===== src/sensor_line_field_parser_macros.svh =====
// ----------------------------------------------------------------------------
// sensor line field parser assertion macros
// concurrent checks on aclk, disabled while aresetn is low
// ----------------------------------------------------------------------------
`ifndef SENSOR_LINE_FIELD_PARSER_MACROS_SVH
`define SENSOR_LINE_FIELD_PARSER_MACROS_SVH

`ifndef SYNTHESIS

// same-cycle implication
`define SLFP_ASSERT_IMPLY(lbl, cause, effect, msg) \
    lbl: assert property (@(posedge aclk) disable iff (!aresetn) (cause) |-> (effect)) \
        else $error(msg);

// next-cycle implication
`define SLFP_ASSERT_NEXT(lbl, cause, effect, msg) \
    lbl: assert property (@(posedge aclk) disable iff (!aresetn) (cause) |=> (effect)) \
        else $error(msg);

`else

`define SLFP_ASSERT_IMPLY(lbl, cause, effect, msg)

`define SLFP_ASSERT_NEXT(lbl, cause, effect, msg)

`endif

`endif


===== src/slfp_pkg.sv =====
`timescale 1ns / 1ps
// ----------------------------------------------------------------------------
// slfp_pkg
// shared types and constants of the sensor line field parser
// ----------------------------------------------------------------------------
package slfp_pkg;

    localparam int BYTE_W     = 8;
    localparam int APB_ADDR_W = 3;
    localparam int APB_DATA_W = 32;
    localparam int FIFO_DEPTH = 4;   // power of two
    localparam int NUM_VALUES = 5;
    localparam int FLAG_BITS  = 6;   // accepted, token count, switch, push

    // register indexes
    localparam logic REG_MIN_LINE_LEN = 1'b0;

    localparam logic [BYTE_W-1:0] MIN_LEN_RESET = 8'd9;
    localparam logic [BYTE_W-1:0] LEN_MAX       = 8'd255;

    localparam logic [BYTE_W-1:0] CHAR_NUL   = 8'h00;
    localparam logic [BYTE_W-1:0] CHAR_TAB   = 8'h09;
    localparam logic [BYTE_W-1:0] CHAR_NL    = 8'h0A;
    localparam logic [BYTE_W-1:0] CHAR_CR    = 8'h0D;
    localparam logic [BYTE_W-1:0] CHAR_SPACE = 8'h20;
    localparam logic [BYTE_W-1:0] CHAR_PLUS  = 8'h2B;
    localparam logic [BYTE_W-1:0] CHAR_MINUS = 8'h2D;
    localparam logic [BYTE_W-1:0] CHAR_DOT   = 8'h2E;
    localparam logic [BYTE_W-1:0] CHAR_ZERO  = 8'h30;
    localparam logic [BYTE_W-1:0] CHAR_NINE  = 8'h39;
    localparam logic [BYTE_W-1:0] CHAR_COLON = 8'h3A;

    // token roles
    localparam logic [2:0] TOK_SWITCH = 3'd0;
    localparam logic [2:0] TOK_PUSH   = 3'd1;
    localparam logic [2:0] TOK_ROT    = 3'd2;
    localparam logic [2:0] TOK_POT    = 3'd3;
    localparam logic [2:0] TOK_ACCEL  = 3'd4;
    localparam logic [2:0] TOK_MAX    = 3'd7;

    // slots of the value array
    localparam logic [2:0] SLOT_ROT   = 3'd0;
    localparam logic [2:0] SLOT_POT   = 3'd1;
    localparam logic [2:0] SLOT_ACCEL = 3'd2;
    localparam logic [1:0] AXIS_COUNT = 2'd3;

    typedef enum logic [2:0] {
        CH_OTHER,
        CH_BLANK,
        CH_COLON,
        CH_DOT,
        CH_PLUS,
        CH_MINUS,
        CH_DIGIT
    } char_class_t;

    typedef enum logic [1:0] {
        NUM_SKIP,
        NUM_DIGITS,
        NUM_DONE
    } num_phase_t;

    // one classified byte on its way to the parser
    typedef struct packed {
        logic        eol;     // newline: closes the line
        logic        feed;    // byte goes through the tokenizer
        logic        accept;  // line long enough, valid with eol
        char_class_t cls;
        logic [3:0]  digit;
    } rx_entry_t;

endpackage


===== src/sensor_line_field_parser.sv =====
`timescale 1ns / 1ps
// ----------------------------------------------------------------------------
// sensor_line_field_parser
// parses colon separated sensor lines from a byte stream into committed values
// ----------------------------------------------------------------------------
// The block takes one received byte per beat on the s_ side and sustains one
// byte per clock while its queue has room. Each byte is classified by the
// intake; bytes before a zero byte are counted into the line length and wait,
// with every newline, in a four-entry queue until the parser takes them. The
// parser handles one byte per cycle unless it stalls on a newline. Only a
// newline produces a result beat on the m_ side, from the result register.
// The result register frees the parser as soon as its beat is taken, and the
// parser stalls only on a newline while the previous result is still waiting,
// so bytes keep streaming in until the queue fills. min_line_length is written
// through the APB port at address 0 and should only change while the block is
// idle; after reset it holds 9 and all committed values read zero.
// ----------------------------------------------------------------------------
module sensor_line_field_parser #(
    parameter int VALUE_BITS = 16
) (
    input  logic                                aclk,
    input  logic                                aresetn,

    // byte input
    input  logic                                s_tvalid,
    output logic                                s_tready,
    input  logic [slfp_pkg::BYTE_W-1:0]         s_tdata,   // rx_byte

    // line result
    output logic                                m_tvalid,
    input  logic                                m_tready,
    // line_accepted, token_count[2:0], switch_state, push_state, rotation_out,
    // potentiometer_out, accel_x_out, accel_y_out, accel_z_out, zero fill
    output logic [((slfp_pkg::FLAG_BITS + slfp_pkg::NUM_VALUES * VALUE_BITS + 7) / 8) * 8 - 1:0]
                                                m_tdata,

    // configuration
    input  logic                                psel,
    input  logic                                penable,
    input  logic                                pwrite,
    input  logic [slfp_pkg::APB_ADDR_W-1:0]     paddr,
    input  logic [slfp_pkg::APB_DATA_W-1:0]     pwdata,
    output logic [slfp_pkg::APB_DATA_W-1:0]     prdata,
    output logic                                pready
);

    // register index is the word address
    logic                           reg_index;
    logic                           cfg_write;
    logic [slfp_pkg::BYTE_W-1:0]    min_line_length_reg, min_line_length_next;

    // intake to queue
    logic                           queue_full;
    logic                           queue_push;
    slfp_pkg::rx_entry_t            queue_in;

    // queue to parser
    logic                           queue_pop;
    logic                           queue_not_empty;
    slfp_pkg::rx_entry_t            queue_out;

    assign pready    = 1'b1;
    assign reg_index = paddr[slfp_pkg::APB_ADDR_W-1];
    assign cfg_write = psel && penable && pwrite && pready;

    always_comb begin
        min_line_length_next = min_line_length_reg;
        if (cfg_write && reg_index == slfp_pkg::REG_MIN_LINE_LEN) begin
            min_line_length_next = pwdata[slfp_pkg::BYTE_W-1:0];
        end
        // unknown indexes read as zero
        prdata = '0;
        if (reg_index == slfp_pkg::REG_MIN_LINE_LEN) begin
            prdata = slfp_pkg::APB_DATA_W'(min_line_length_reg);
        end
    end

    always_ff @(posedge aclk) begin
        if (!aresetn) begin
            min_line_length_reg <= slfp_pkg::MIN_LEN_RESET;
        end else begin
            min_line_length_reg <= min_line_length_next;
        end
    end

    // classify bytes, track line length and zero byte cut
    slfp_front u_front (
        .aclk            (aclk),
        .aresetn         (aresetn),
        .in_valid        (s_tvalid),
        .in_ready        (s_tready),
        .in_byte         (s_tdata),
        .min_line_length (min_line_length_reg),
        .queue_full      (queue_full),
        .push            (queue_push),
        .push_entry      (queue_in)
    );

    // decouples intake from parser stalls
    slfp_fifo u_fifo (
        .aclk       (aclk),
        .aresetn    (aresetn),
        .push       (queue_push),
        .push_entry (queue_in),
        .full       (queue_full),
        .pop        (queue_pop),
        .pop_entry  (queue_out),
        .not_empty  (queue_not_empty)
    );

    // tokenize, read numbers, stage, commit and report
    slfp_back #(
        .VALUE_BITS (VALUE_BITS)
    ) u_back (
        .aclk        (aclk),
        .aresetn     (aresetn),
        .entry_valid (queue_not_empty),
        .entry       (queue_out),
        .pop         (queue_pop),
        .m_tvalid    (m_tvalid),
        .m_tready    (m_tready),
        .m_tdata     (m_tdata)
    );

endmodule


===== src/slfp_front.sv =====
`timescale 1ns / 1ps
// ----------------------------------------------------------------------------
// slfp_front
// byte intake: classification, line length and zero byte tracking
// ----------------------------------------------------------------------------
module slfp_front (
    input  logic                             aclk,
    input  logic                             aresetn,
    input  logic                             in_valid,
    output logic                             in_ready,
    input  logic [slfp_pkg::BYTE_W-1:0]      in_byte,
    input  logic [slfp_pkg::BYTE_W-1:0]      min_line_length,
    input  logic                             queue_full,
    output logic                             push,
    output slfp_pkg::rx_entry_t              push_entry
);

    logic [slfp_pkg::BYTE_W-1:0] line_length_reg, line_length_next;
    logic                        null_seen_reg, null_seen_next;
    logic [slfp_pkg::BYTE_W-1:0] len_inc;
    logic [slfp_pkg::BYTE_W-1:0] len_final;
    logic                        is_nl;
    logic                        beat;
    slfp_pkg::char_class_t       cls;

    assign in_ready = !queue_full;
    assign beat     = in_valid && in_ready;
    assign is_nl    = (in_byte == slfp_pkg::CHAR_NL);

    always_comb begin
        case (in_byte) inside
            [slfp_pkg::CHAR_TAB : slfp_pkg::CHAR_CR], slfp_pkg::CHAR_SPACE: begin
                cls = slfp_pkg::CH_BLANK;
            end
            slfp_pkg::CHAR_COLON: begin
                cls = slfp_pkg::CH_COLON;
            end
            slfp_pkg::CHAR_DOT: begin
                cls = slfp_pkg::CH_DOT;
            end
            slfp_pkg::CHAR_PLUS: begin
                cls = slfp_pkg::CH_PLUS;
            end
            slfp_pkg::CHAR_MINUS: begin
                cls = slfp_pkg::CH_MINUS;
            end
            [slfp_pkg::CHAR_ZERO : slfp_pkg::CHAR_NINE]: begin
                cls = slfp_pkg::CH_DIGIT;
            end
            default: begin
                cls = slfp_pkg::CH_OTHER;
            end
        endcase
    end

    // saturating length, newline counts unless the line was cut by a zero byte
    assign len_inc   = (line_length_reg == slfp_pkg::LEN_MAX) ? line_length_reg
                                                              : line_length_reg + 8'd1;
    assign len_final = null_seen_reg ? line_length_reg : len_inc;

    always_comb begin
        push_entry.eol    = is_nl;
        push_entry.feed   = !null_seen_reg;
        push_entry.accept = (len_final >= min_line_length);
        push_entry.cls    = cls;
        push_entry.digit  = in_byte[3:0];
        push = beat && (is_nl || (!null_seen_reg && in_byte != slfp_pkg::CHAR_NUL));

        line_length_next = line_length_reg;
        null_seen_next   = null_seen_reg;
        if (beat) begin
            if (is_nl) begin
                line_length_next = '0;
                null_seen_next   = 1'b0;
            end else if (!null_seen_reg) begin
                if (in_byte == slfp_pkg::CHAR_NUL) begin
                    null_seen_next = 1'b1;
                end else begin
                    line_length_next = len_inc;
                end
            end
        end
    end

    always_ff @(posedge aclk) begin
        if (!aresetn) begin
            line_length_reg <= '0;
            null_seen_reg   <= 1'b0;
        end else begin
            line_length_reg <= line_length_next;
            null_seen_reg   <= null_seen_next;
        end
    end

endmodule


===== src/slfp_fifo.sv =====
`timescale 1ns / 1ps
// ----------------------------------------------------------------------------
// slfp_fifo
// short queue of classified bytes between intake and parser
// ----------------------------------------------------------------------------
`include "sensor_line_field_parser_macros.svh"

module slfp_fifo (
    input  logic                aclk,
    input  logic                aresetn,
    input  logic                push,
    input  slfp_pkg::rx_entry_t push_entry,
    output logic                full,
    input  logic                pop,
    output slfp_pkg::rx_entry_t pop_entry,
    output logic                not_empty
);

    localparam int PTR_W = $clog2(slfp_pkg::FIFO_DEPTH);
    localparam int CNT_W = $clog2(slfp_pkg::FIFO_DEPTH + 1);

    slfp_pkg::rx_entry_t slot_reg [slfp_pkg::FIFO_DEPTH];
    logic [PTR_W-1:0]    wr_ptr_reg, wr_ptr_next;
    logic [PTR_W-1:0]    rd_ptr_reg, rd_ptr_next;
    logic [CNT_W-1:0]    count_reg, count_next;

    assign full      = (count_reg == CNT_W'(slfp_pkg::FIFO_DEPTH));
    assign not_empty = (count_reg != '0);
    assign pop_entry = slot_reg[rd_ptr_reg];

    always_comb begin
        wr_ptr_next = push ? wr_ptr_reg + 1'b1 : wr_ptr_reg;
        rd_ptr_next = pop ? rd_ptr_reg + 1'b1 : rd_ptr_reg;
        case ({push, pop})
            2'b10:   count_next = count_reg + 1'b1;
            2'b01:   count_next = count_reg - 1'b1;
            default: count_next = count_reg;
        endcase
    end

    always_ff @(posedge aclk) begin
        if (!aresetn) begin
            wr_ptr_reg <= '0;
            rd_ptr_reg <= '0;
            count_reg  <= '0;
        end else begin
            wr_ptr_reg <= wr_ptr_next;
            rd_ptr_reg <= rd_ptr_next;
            count_reg  <= count_next;
        end
    end

    always_ff @(posedge aclk) begin
        if (push) begin
            slot_reg[wr_ptr_reg] <= push_entry;
        end
    end

    `SLFP_ASSERT_IMPLY(a_count_range, 1'b1, count_reg <= CNT_W'(slfp_pkg::FIFO_DEPTH), "queue count out of range")
    `SLFP_ASSERT_IMPLY(a_pop_nonempty, pop, not_empty, "pop from an empty queue")

endmodule


===== src/slfp_back.sv =====
`timescale 1ns / 1ps
// ----------------------------------------------------------------------------
// slfp_back
// tokenizer, number reader, staged and committed values, result register
// ----------------------------------------------------------------------------
`include "sensor_line_field_parser_macros.svh"

module slfp_back #(
    parameter int VALUE_BITS = 16
) (
    input  logic                aclk,
    input  logic                aresetn,
    input  logic                entry_valid,
    input  slfp_pkg::rx_entry_t entry,
    output logic                pop,
    output logic                m_tvalid,
    input  logic                m_tready,
    output logic [((slfp_pkg::FLAG_BITS + slfp_pkg::NUM_VALUES * VALUE_BITS + 7) / 8) * 8 - 1:0]
                                m_tdata
);

    localparam int DATA_W =
        ((slfp_pkg::FLAG_BITS + slfp_pkg::NUM_VALUES * VALUE_BITS + 7) / 8) * 8;
    localparam int WIDE_W = VALUE_BITS + 4;
    localparam logic [VALUE_BITS-1:0] NUM_LIMIT = {1'b1, {(VALUE_BITS - 1){1'b0}}};
    localparam logic [VALUE_BITS-1:0] MAX_POS   = {1'b0, {(VALUE_BITS - 1){1'b1}}};
    localparam logic signed [VALUE_BITS-1:0] V_ZERO = '0;
    localparam logic signed [VALUE_BITS-1:0] V_ONE  = VALUE_BITS'(1);

    // tokenizer state
    logic [2:0]             token_index_reg, token_index_next;
    logic [1:0]             axis_index_reg, axis_index_next;
    logic                   in_token_reg, in_token_next;
    logic                   in_subtoken_reg, in_subtoken_next;
    logic [VALUE_BITS-1:0]  acc_reg, acc_next;
    slfp_pkg::num_phase_t   phase_reg, phase_next;
    logic                   neg_reg, neg_next;

    // staged and committed values
    logic                          staged_switch_reg, staged_switch_next;
    logic                          staged_push_reg, staged_push_next;
    logic signed [VALUE_BITS-1:0]  staged_reg [slfp_pkg::NUM_VALUES];
    logic signed [VALUE_BITS-1:0]  staged_next [slfp_pkg::NUM_VALUES];
    logic                          committed_switch_reg, committed_switch_next;
    logic                          committed_push_reg, committed_push_next;
    logic signed [VALUE_BITS-1:0]  committed_reg [slfp_pkg::NUM_VALUES];
    logic signed [VALUE_BITS-1:0]  committed_next [slfp_pkg::NUM_VALUES];

    // result register
    logic                out_valid_reg, out_valid_next;
    logic [DATA_W-1:0]   out_data_reg, out_data_next;

    // character stage
    logic                  in_token_a, in_subtoken_a;
    logic [1:0]            axis_a;
    logic [VALUE_BITS-1:0] acc_a;
    slfp_pkg::num_phase_t  phase_a;
    logic                  neg_a;
    logic                  start_num, feed_num, take_digit;
    logic                  end_tok, end_sub_only, do_sub;
    logic [WIDE_W-1:0]     acc_wide;
    logic signed [VALUE_BITS-1:0] num_val;
    logic                  line_end;

    assign pop      = entry_valid && (!entry.eol || !out_valid_reg || m_tready);
    assign line_end = pop && entry.eol;

    // byte through the tokenizer and the number reader
    always_comb begin
        in_token_a    = in_token_reg;
        in_subtoken_a = in_subtoken_reg;
        axis_a        = axis_index_reg;
        acc_a         = acc_reg;
        phase_a       = phase_reg;
        neg_a         = neg_reg;
        start_num     = 1'b0;
        feed_num      = 1'b0;
        take_digit    = 1'b0;
        end_tok       = 1'b0;
        end_sub_only  = 1'b0;
        acc_wide      = '0;

        if (pop && entry.feed) begin
            if (entry.cls == slfp_pkg::CH_COLON) begin
                end_tok = in_token_reg;
            end else begin
                if (!in_token_a) begin
                    in_token_a    = 1'b1;
                    axis_a        = '0;
                    in_subtoken_a = 1'b0;
                    start_num     = 1'b1;
                end
                if (token_index_reg == slfp_pkg::TOK_ACCEL) begin
                    if (entry.cls == slfp_pkg::CH_DOT) begin
                        end_sub_only = in_subtoken_a;
                    end else begin
                        if (!in_subtoken_a) begin
                            in_subtoken_a = 1'b1;
                            start_num     = 1'b1;
                        end
                        feed_num = 1'b1;
                    end
                end else if (token_index_reg < slfp_pkg::TOK_ACCEL) begin
                    feed_num = 1'b1;
                end
            end
        end
        // the newline closes the last token
        if (line_end && in_token_a) begin
            end_tok = 1'b1;
        end

        if (start_num) begin
            acc_a   = '0;
            phase_a = slfp_pkg::NUM_SKIP;
            neg_a   = 1'b0;
        end
        if (feed_num) begin
            case (phase_a)
                slfp_pkg::NUM_SKIP: begin
                    if (entry.cls == slfp_pkg::CH_BLANK) begin
                        phase_a = slfp_pkg::NUM_SKIP;
                    end else if (entry.cls == slfp_pkg::CH_PLUS ||
                                 entry.cls == slfp_pkg::CH_MINUS) begin
                        neg_a   = (entry.cls == slfp_pkg::CH_MINUS);
                        phase_a = slfp_pkg::NUM_DIGITS;
                    end else if (entry.cls == slfp_pkg::CH_DIGIT) begin
                        phase_a    = slfp_pkg::NUM_DIGITS;
                        take_digit = 1'b1;
                    end else begin
                        phase_a = slfp_pkg::NUM_DONE;
                    end
                end
                slfp_pkg::NUM_DIGITS: begin
                    if (entry.cls == slfp_pkg::CH_DIGIT) begin
                        take_digit = 1'b1;
                    end else begin
                        phase_a = slfp_pkg::NUM_DONE;
                    end
                end
                default: begin
                    phase_a = phase_a;
                end
            endcase
        end
        // times ten plus digit as shift-add, clamped one past the largest positive
        if (take_digit) begin
            acc_wide = (WIDE_W'(acc_a) << 3) + (WIDE_W'(acc_a) << 1) + WIDE_W'(entry.digit);
            acc_a    = (acc_wide > WIDE_W'(NUM_LIMIT)) ? NUM_LIMIT : acc_wide[VALUE_BITS-1:0];
        end
    end

    assign num_val = neg_a ? $signed(-acc_a)
                           : ((acc_a > MAX_POS) ? $signed(MAX_POS) : $signed(acc_a));
    assign do_sub  = end_sub_only ||
                     (end_tok && token_index_reg == slfp_pkg::TOK_ACCEL && in_subtoken_a);

    // token and line ends, commit or revert, result
    always_comb begin
        token_index_next      = token_index_reg;
        axis_index_next       = axis_a;
        in_token_next         = in_token_a;
        in_subtoken_next      = in_subtoken_a;
        acc_next              = acc_a;
        phase_next            = phase_a;
        neg_next              = neg_a;
        staged_switch_next    = staged_switch_reg;
        staged_push_next      = staged_push_reg;
        staged_next           = staged_reg;
        committed_switch_next = committed_switch_reg;
        committed_push_next   = committed_push_reg;
        committed_next        = committed_reg;
        out_data_next         = out_data_reg;
        out_valid_next        = out_valid_reg && !m_tready;

        if (do_sub) begin
            if (axis_a < slfp_pkg::AXIS_COUNT) begin
                staged_next[slfp_pkg::SLOT_ACCEL + 3'(axis_a)] = num_val;
                axis_index_next = axis_a + 2'd1;
            end
            in_subtoken_next = 1'b0;
        end

        if (end_tok) begin
            case (token_index_reg)
                slfp_pkg::TOK_SWITCH: begin
                    if (num_val == V_ONE) begin
                        staged_switch_next = 1'b1;
                    end else if (num_val == V_ZERO) begin
                        staged_switch_next = 1'b0;
                    end
                end
                slfp_pkg::TOK_PUSH: begin
                    if (num_val == V_ZERO) begin
                        staged_push_next = 1'b1;
                    end else if (num_val == V_ONE) begin
                        staged_push_next = 1'b0;
                    end
                end
                slfp_pkg::TOK_ROT: begin
                    staged_next[slfp_pkg::SLOT_ROT] = num_val;
                end
                slfp_pkg::TOK_POT: begin
                    staged_next[slfp_pkg::SLOT_POT] = num_val;
                end
                default: begin
                    staged_next = staged_next;
                end
            endcase
            in_token_next = 1'b0;
            if (token_index_reg != slfp_pkg::TOK_MAX) begin
                token_index_next = token_index_reg + 3'd1;
            end
        end

        if (line_end) begin
            if (entry.accept) begin
                committed_switch_next = staged_switch_next;
                committed_push_next   = staged_push_next;
                committed_next        = staged_next;
            end else begin
                staged_switch_next = committed_switch_reg;
                staged_push_next   = committed_push_reg;
                staged_next        = committed_reg;
            end
            out_valid_next   = 1'b1;
            out_data_next    = '0;
            out_data_next[0] = entry.accept;
            out_data_next[3:1] = token_index_next;
            out_data_next[4] = committed_switch_next;
            out_data_next[5] = committed_push_next;
            for (int i = 0; i < slfp_pkg::NUM_VALUES; i++) begin
                out_data_next[slfp_pkg::FLAG_BITS + i * VALUE_BITS +: VALUE_BITS] =
                    committed_next[i];
            end
            // fresh line
            token_index_next = '0;
            axis_index_next  = '0;
            in_token_next    = 1'b0;
            in_subtoken_next = 1'b0;
            acc_next         = '0;
            phase_next       = slfp_pkg::NUM_SKIP;
            neg_next         = 1'b0;
        end
    end

    always_ff @(posedge aclk) begin
        if (!aresetn) begin
            token_index_reg      <= '0;
            axis_index_reg       <= '0;
            in_token_reg         <= 1'b0;
            in_subtoken_reg      <= 1'b0;
            acc_reg              <= '0;
            phase_reg            <= slfp_pkg::NUM_SKIP;
            neg_reg              <= 1'b0;
            staged_switch_reg    <= 1'b0;
            staged_push_reg      <= 1'b0;
            committed_switch_reg <= 1'b0;
            committed_push_reg   <= 1'b0;
            for (int i = 0; i < slfp_pkg::NUM_VALUES; i++) begin
                staged_reg[i]    <= '0;
                committed_reg[i] <= '0;
            end
            out_valid_reg        <= 1'b0;
        end else begin
            token_index_reg      <= token_index_next;
            axis_index_reg       <= axis_index_next;
            in_token_reg         <= in_token_next;
            in_subtoken_reg      <= in_subtoken_next;
            acc_reg              <= acc_next;
            phase_reg            <= phase_next;
            neg_reg              <= neg_next;
            staged_switch_reg    <= staged_switch_next;
            staged_push_reg      <= staged_push_next;
            committed_switch_reg <= committed_switch_next;
            committed_push_reg   <= committed_push_next;
            staged_reg           <= staged_next;
            committed_reg        <= committed_next;
            out_valid_reg        <= out_valid_next;
        end
    end

    always_ff @(posedge aclk) begin
        out_data_reg <= out_data_next;
    end

    assign m_tvalid = out_valid_reg;
    assign m_tdata  = out_data_reg;

    `SLFP_ASSERT_NEXT(a_eol_result, line_end, out_valid_reg, "line end without a result")
    `SLFP_ASSERT_NEXT(a_line_clear, line_end, token_index_reg == '0 && !in_token_reg, "tokenizer not cleared after line end")
    `SLFP_ASSERT_IMPLY(a_sub_in_accel, in_subtoken_reg, in_token_reg && token_index_reg == slfp_pkg::TOK_ACCEL, "subtoken outside the accelerometer token")

endmodule


===== config.mk =====
export PLATFORM = sky130hd
export DESIGN_NAME = sensor_line_field_parser
export DESIGN_NICKNAME = d
export VERILOG_FILES = /design/src/slfp_pkg.sv /design/src/sensor_line_field_parser.sv /design/src/slfp_front.sv /design/src/slfp_fifo.sv /design/src/slfp_back.sv
export VERILOG_INCLUDE_DIRS = /design/src /design/src/src
export SDC_FILE = /design/constraint.sdc
export NUM_CORES = 1
export LEC_CHECK = 0
export BUFFER_PORTS_ARGS = -buffer_cell sky130_fd_sc_hd__buf_4
export CAP_MARGIN = 20
export CORE_AREA = 8 8 262 264
export CTS_CLUSTER_SIZE = 30
export DETAILED_ROUTE_END_ITERATION = 6
export DIE_AREA = 0 0 270 272
export PLACE_DENSITY = 0.42
export SYNTH_ARGS = -nofsm -noshare
export SYNTH_HDL_FRONTEND = slang
export SYNTH_SLANG_ARGS = --single-unit

===== constraint.sdc =====
create_clock -name aclk -period 6.9 [get_ports aclk]
set_input_delay 0.345 -clock aclk [delete_from_list [all_inputs] [get_ports aclk]]
set_output_delay 0.345 -clock aclk [all_outputs]
set_load 0.005 [all_outputs]

==> run metrics <==
critical path endpoint=u_back.m_tdata[4]$_DFFE_PP_; final WL=51.2 mm; max cap viols=0; antenna violations before repair=0; drc violations=0; Num CTS Buffers=42; Largest delay share family, worst path=compound AO/OA/AOI/OAI gates; Pint=5.32 mW; worst path cell trace=mux4_1 -> nor3b_4 -> o22ai_2 -> nand2_4 -> and2_1 -> inv_1 -> fa_1 -> inv_1 -> ha_1 -> a21o_1 -> nand4_2 -> a211oi_2 -> nor4_1 -> mux2_2 -> o211a_1 -> buf_4 -> o21ai_2 -> o211ai_4 -> o311a_1 -> or4_4 -> nor3_4 -> a41o_1 -> a31oi_1; # setup viols final=0; stages on the worst setup path=23; CTS Buffer Depth=3; Cell Rows=between 90 and 100; simple-gate share of the synthesized area=17.6%; Yosys cell types=107; GRT Util Overall=13.5%; Hold Crit Class=primary input to flop; clk_skew=~0.021 ns; Worst-Skew Late Latency=slightly below 0.6 ns; post-synthesis mux area share=6.85%; Antenna Violating Nets Remaining=0; worst-path maximum fanout=8; crit start category=flop; nets@finish=2094; Final Hold Vio Count=0; die footprint=approximately 0.073 mm2; Net Sw Power=3.03 mW; final period utilization=between 90% and 100%; R2R setup slack=~0.39 ns; ys flop type=dfxtp_1; routability cong.=around 0.84; dpl ws=-0.0794 ns; I/O pins=173; Sink Count=343; worst-margin pin slew=1.11 ns; CTS tree=done; root buf cell=clkbuf_16; Mapped Cells=1816; critical path type=flop to flop; Final Worst Setup Slack=a little under 0.4 ns; Final Power=8.35 mW; Initial DRC Count=710; Logic pwr share=37.1%; max reg flops=86; post-route minimum period=6.51 ns; grt ovf=0; Pre-antenna DRT Iters=5; Worst Setup End Kind=flop; Slowest cell on crit path=mux4_1; crit-path max cell delay=0.62 ns; Reg power frac=36.6%; chip height=roughly 270 um; switching fraction of total power=36.3%; final core utilization=32.5%; core area=approximately 0.065 mm2; global-route wire length before repair=approximately 80 mm; count of input and output buffers=119; largest net degree at the start of global routing=112; post-synthesis xor/xnor area fraction=1.32%; Synth Area in Compound Gates=18.5%; Mapped Area=0.0173 mm2; FILL cells=6633; max_slew headroom=a little over a quarter; crit-path most repeated cell=inv_1; number of global-route vias before repair=~14k; status=finished, final reports clean; vias=13.8k; clock-pin slew on the worst setup and hold paths=approximately 0.06 ns; share of layout cells above drive strength 1=20.3%; Max Fclk=0.154 GHz; post-DR wirelength/cell=between 15 and 20 um; Adder-Cell Fraction of Synth Area=3.97%; R2R depth=23; H-Tree Depth=2; Avg Cell Area, Syn=9.51 um2; clock network power share=26.3%; Pleak=7.93 nW; pwr dens=396 mW/mm2; vias per cell=approximately 4.8; Buffers & Inverters on Critical Path=3; VDD IR max=0.000171 V; dpl hpwl=35.3 mm; Synth Warn #=0; critical path data required time=7.19 ns; worst path arrival time=6.79 ns; Reg2Reg Capture Point=u_back.m_tdata[4]$_DFFE_PP_; post-synthesis sequential area ratio=a little under half; async set or reset register ratio after synthesis=0%; post-synthesis register bit count=343; Layout area overhead=22.0%; Initial Util=26.6%; Die X=270 um; RSZ-0062 raised after global routing=no; Post-synth EDFFs=126; main combinational cell family by area after synthesis=compound AO/OA/AOI/OAI gates; count of final max-slew check failures=0
==> worst min-delay path by stage <==
stage	endpoint	from	cells after the start	slack [ns]
5_1_grt	u_fifo.slot_reg[3][3]$_DFFE_PP_	s_tdata[3]	1	0.01
3_5_place_dp	min_line_length_reg[1]$_SDFFE_PN0P_	min_line_length_reg[1]$_SDFFE_PN0P_	2	0.45
6_report	min_line_length_reg[3]$_SDFFE_PN1P_	pwdata[3]	3	0.03
3_3_place_gp	u_back.committed_reg[16]$_SDFFE_PN0P_	u_back.committed_reg[16]$_SDFFE_PN0P_	2	0.44
4_1_cts	min_line_length_reg[3]$_SDFFE_PN1P_	pwdata[3]	3	0.002
2_1_floorplan	u_back.committed_reg[16]$_SDFFE_PN0P_	u_back.committed_reg[16]$_SDFFE_PN0P_	2	0.43
==> synthesized netlist by cell type, drive strengths merged, types with 20 or more instances <==
library cell  instances  area share, %
a21oi               201            6.0
and2                 59            2.2
or2                  38            1.4
edfxtp              126             22
nand3                24           0.72
a31oi                20           0.85
a211oi               43            1.9
nor3                 20           0.77
nand2               170            3.7
dfxtp               217             25
mux2i                80            4.7
ha                   50            3.6
inv                  39           0.85
o21a                 33            1.4
nor2                254            5.5
o21ai                60            1.8
buf                  47            1.9
clkbuf               87            1.9
==> placed cells by master (no fill, tap or decap), types with 8 or more instances in the layout <==
cell / instances
nor3_1: 16
and3_1: 9
buf_4: 232
inv_1: 36
dfxtp_1: 216
nand2b_1: 11
nor2b_1: 15
clkbuf_16: 42
edfxtp_1: 126
a211oi_1: 41
and2_1: 56
a21o_1: 8
mux2i_1: 75
mux2_2: 12
nor2_1: 254
clkbuf_1: 12
nand2_1: 168
o21ai_0: 57
or2_2: 35
o21a_1: 33
xor2_1: 10
conb_1: 27
o211ai_1: 14
a21oi_1: 195
nand3_1: 23
or3_1: 10
xnor2_1: 15
ha_1: 49
a31oi_1: 18
==> final cells by class <==
| class | count | area, um2 | share of cell area (%) |
|---|---|---|---|
| Inverter | 39 | 159 | 0.754 |
| Sequential cell | 343 | 8130 | 38.6 |
| Timing Repair Buffer | 240 | 1830 | 8.68 |
| Antenna cell | 1 | 2.50 | 0.0119 |
| Clock inverter | 23 | 255 | 1.21 |
| Multi-Input combinational cell | 1325 | 8510 | 40.4 |
| Clock buffer | 54 | 1100 | 5.20 |
| Tap cell | 864 | 1080 | 5.13 |
==> power by group through the flow <==
stage	Combinational [mW]	Sequential (mW)	Clock, mW
5_1_grt	3.48	3.12	2.36
4_1_cts	3.17	3.06	2.28
3_5_place_dp	3.14	3.09	0
6_report	3.10	3.05	2.19
3_3_place_gp	3.11	3.08	0
2_1_floorplan	1.86	3.06	0
==> per-stage QoR <==
step	hold slack [ns]	TNS, ns	area (um2)	cells
6_report	0.0326	0	21100	2889
5_1_grt	0.0132	0	21100	2888
4_1_cts	0.00243	0	21000	2885
3_5_place_dp	0.447	-0.696	19600	2802
3_3_place_gp	0.438	-0.00908	19600	2802
2_1_floorplan	0.431	0	17400	1841
==> timing repair <==
| item | 4_1_cts | 5_1_grt |
|---|---|---|
| endpoints found under the setup margin | 15 | 84 |
| pin swaps | 0 | 2 |
| hold buffers | 6 | 0 |
| hold endpoints to repair | 6 | 0 |
| resized for setup | 2 | 9 |
| setup buffers | 0 | 1 |
==> per-layer routing <==
layer  up-vias  global-route usage, %  share of wire [%]
met5         -                      0                  0
met3        67                   2.04                3.8
met1      6657                   17.7                 46
met2       257                   23.0                 48
met4         0                   3.91                2.3
li1       6786                      -                  -
==> worst reg2reg max path, delay by kind of cell, from the launching register on <==
family | cells | cell delay, ns
buf+inv | 3 | 0.36
simple gates | 7 | 1.67
compound gates | 9 | 2.14
fa+ha+maj | 2 | 0.66
mux | 2 | 1.01
flops | 1 | 0.39
==> cell families (layout without fill, tap and decap cells) <==
group / count (synthesis) / after routing
buffers and inverters: 173 / 356
DFF: 343 / 343
AOI/OAI and AO/OA: 474 / 474
adders and majority gates: 53 / 53
and+or+nand+nor: 643 / 643
xor gates and xnor gates: 26 / 26
other: 2 / 28
muxes: 102 / 102
Note: power is estimated with default switching activity, not from simulation.
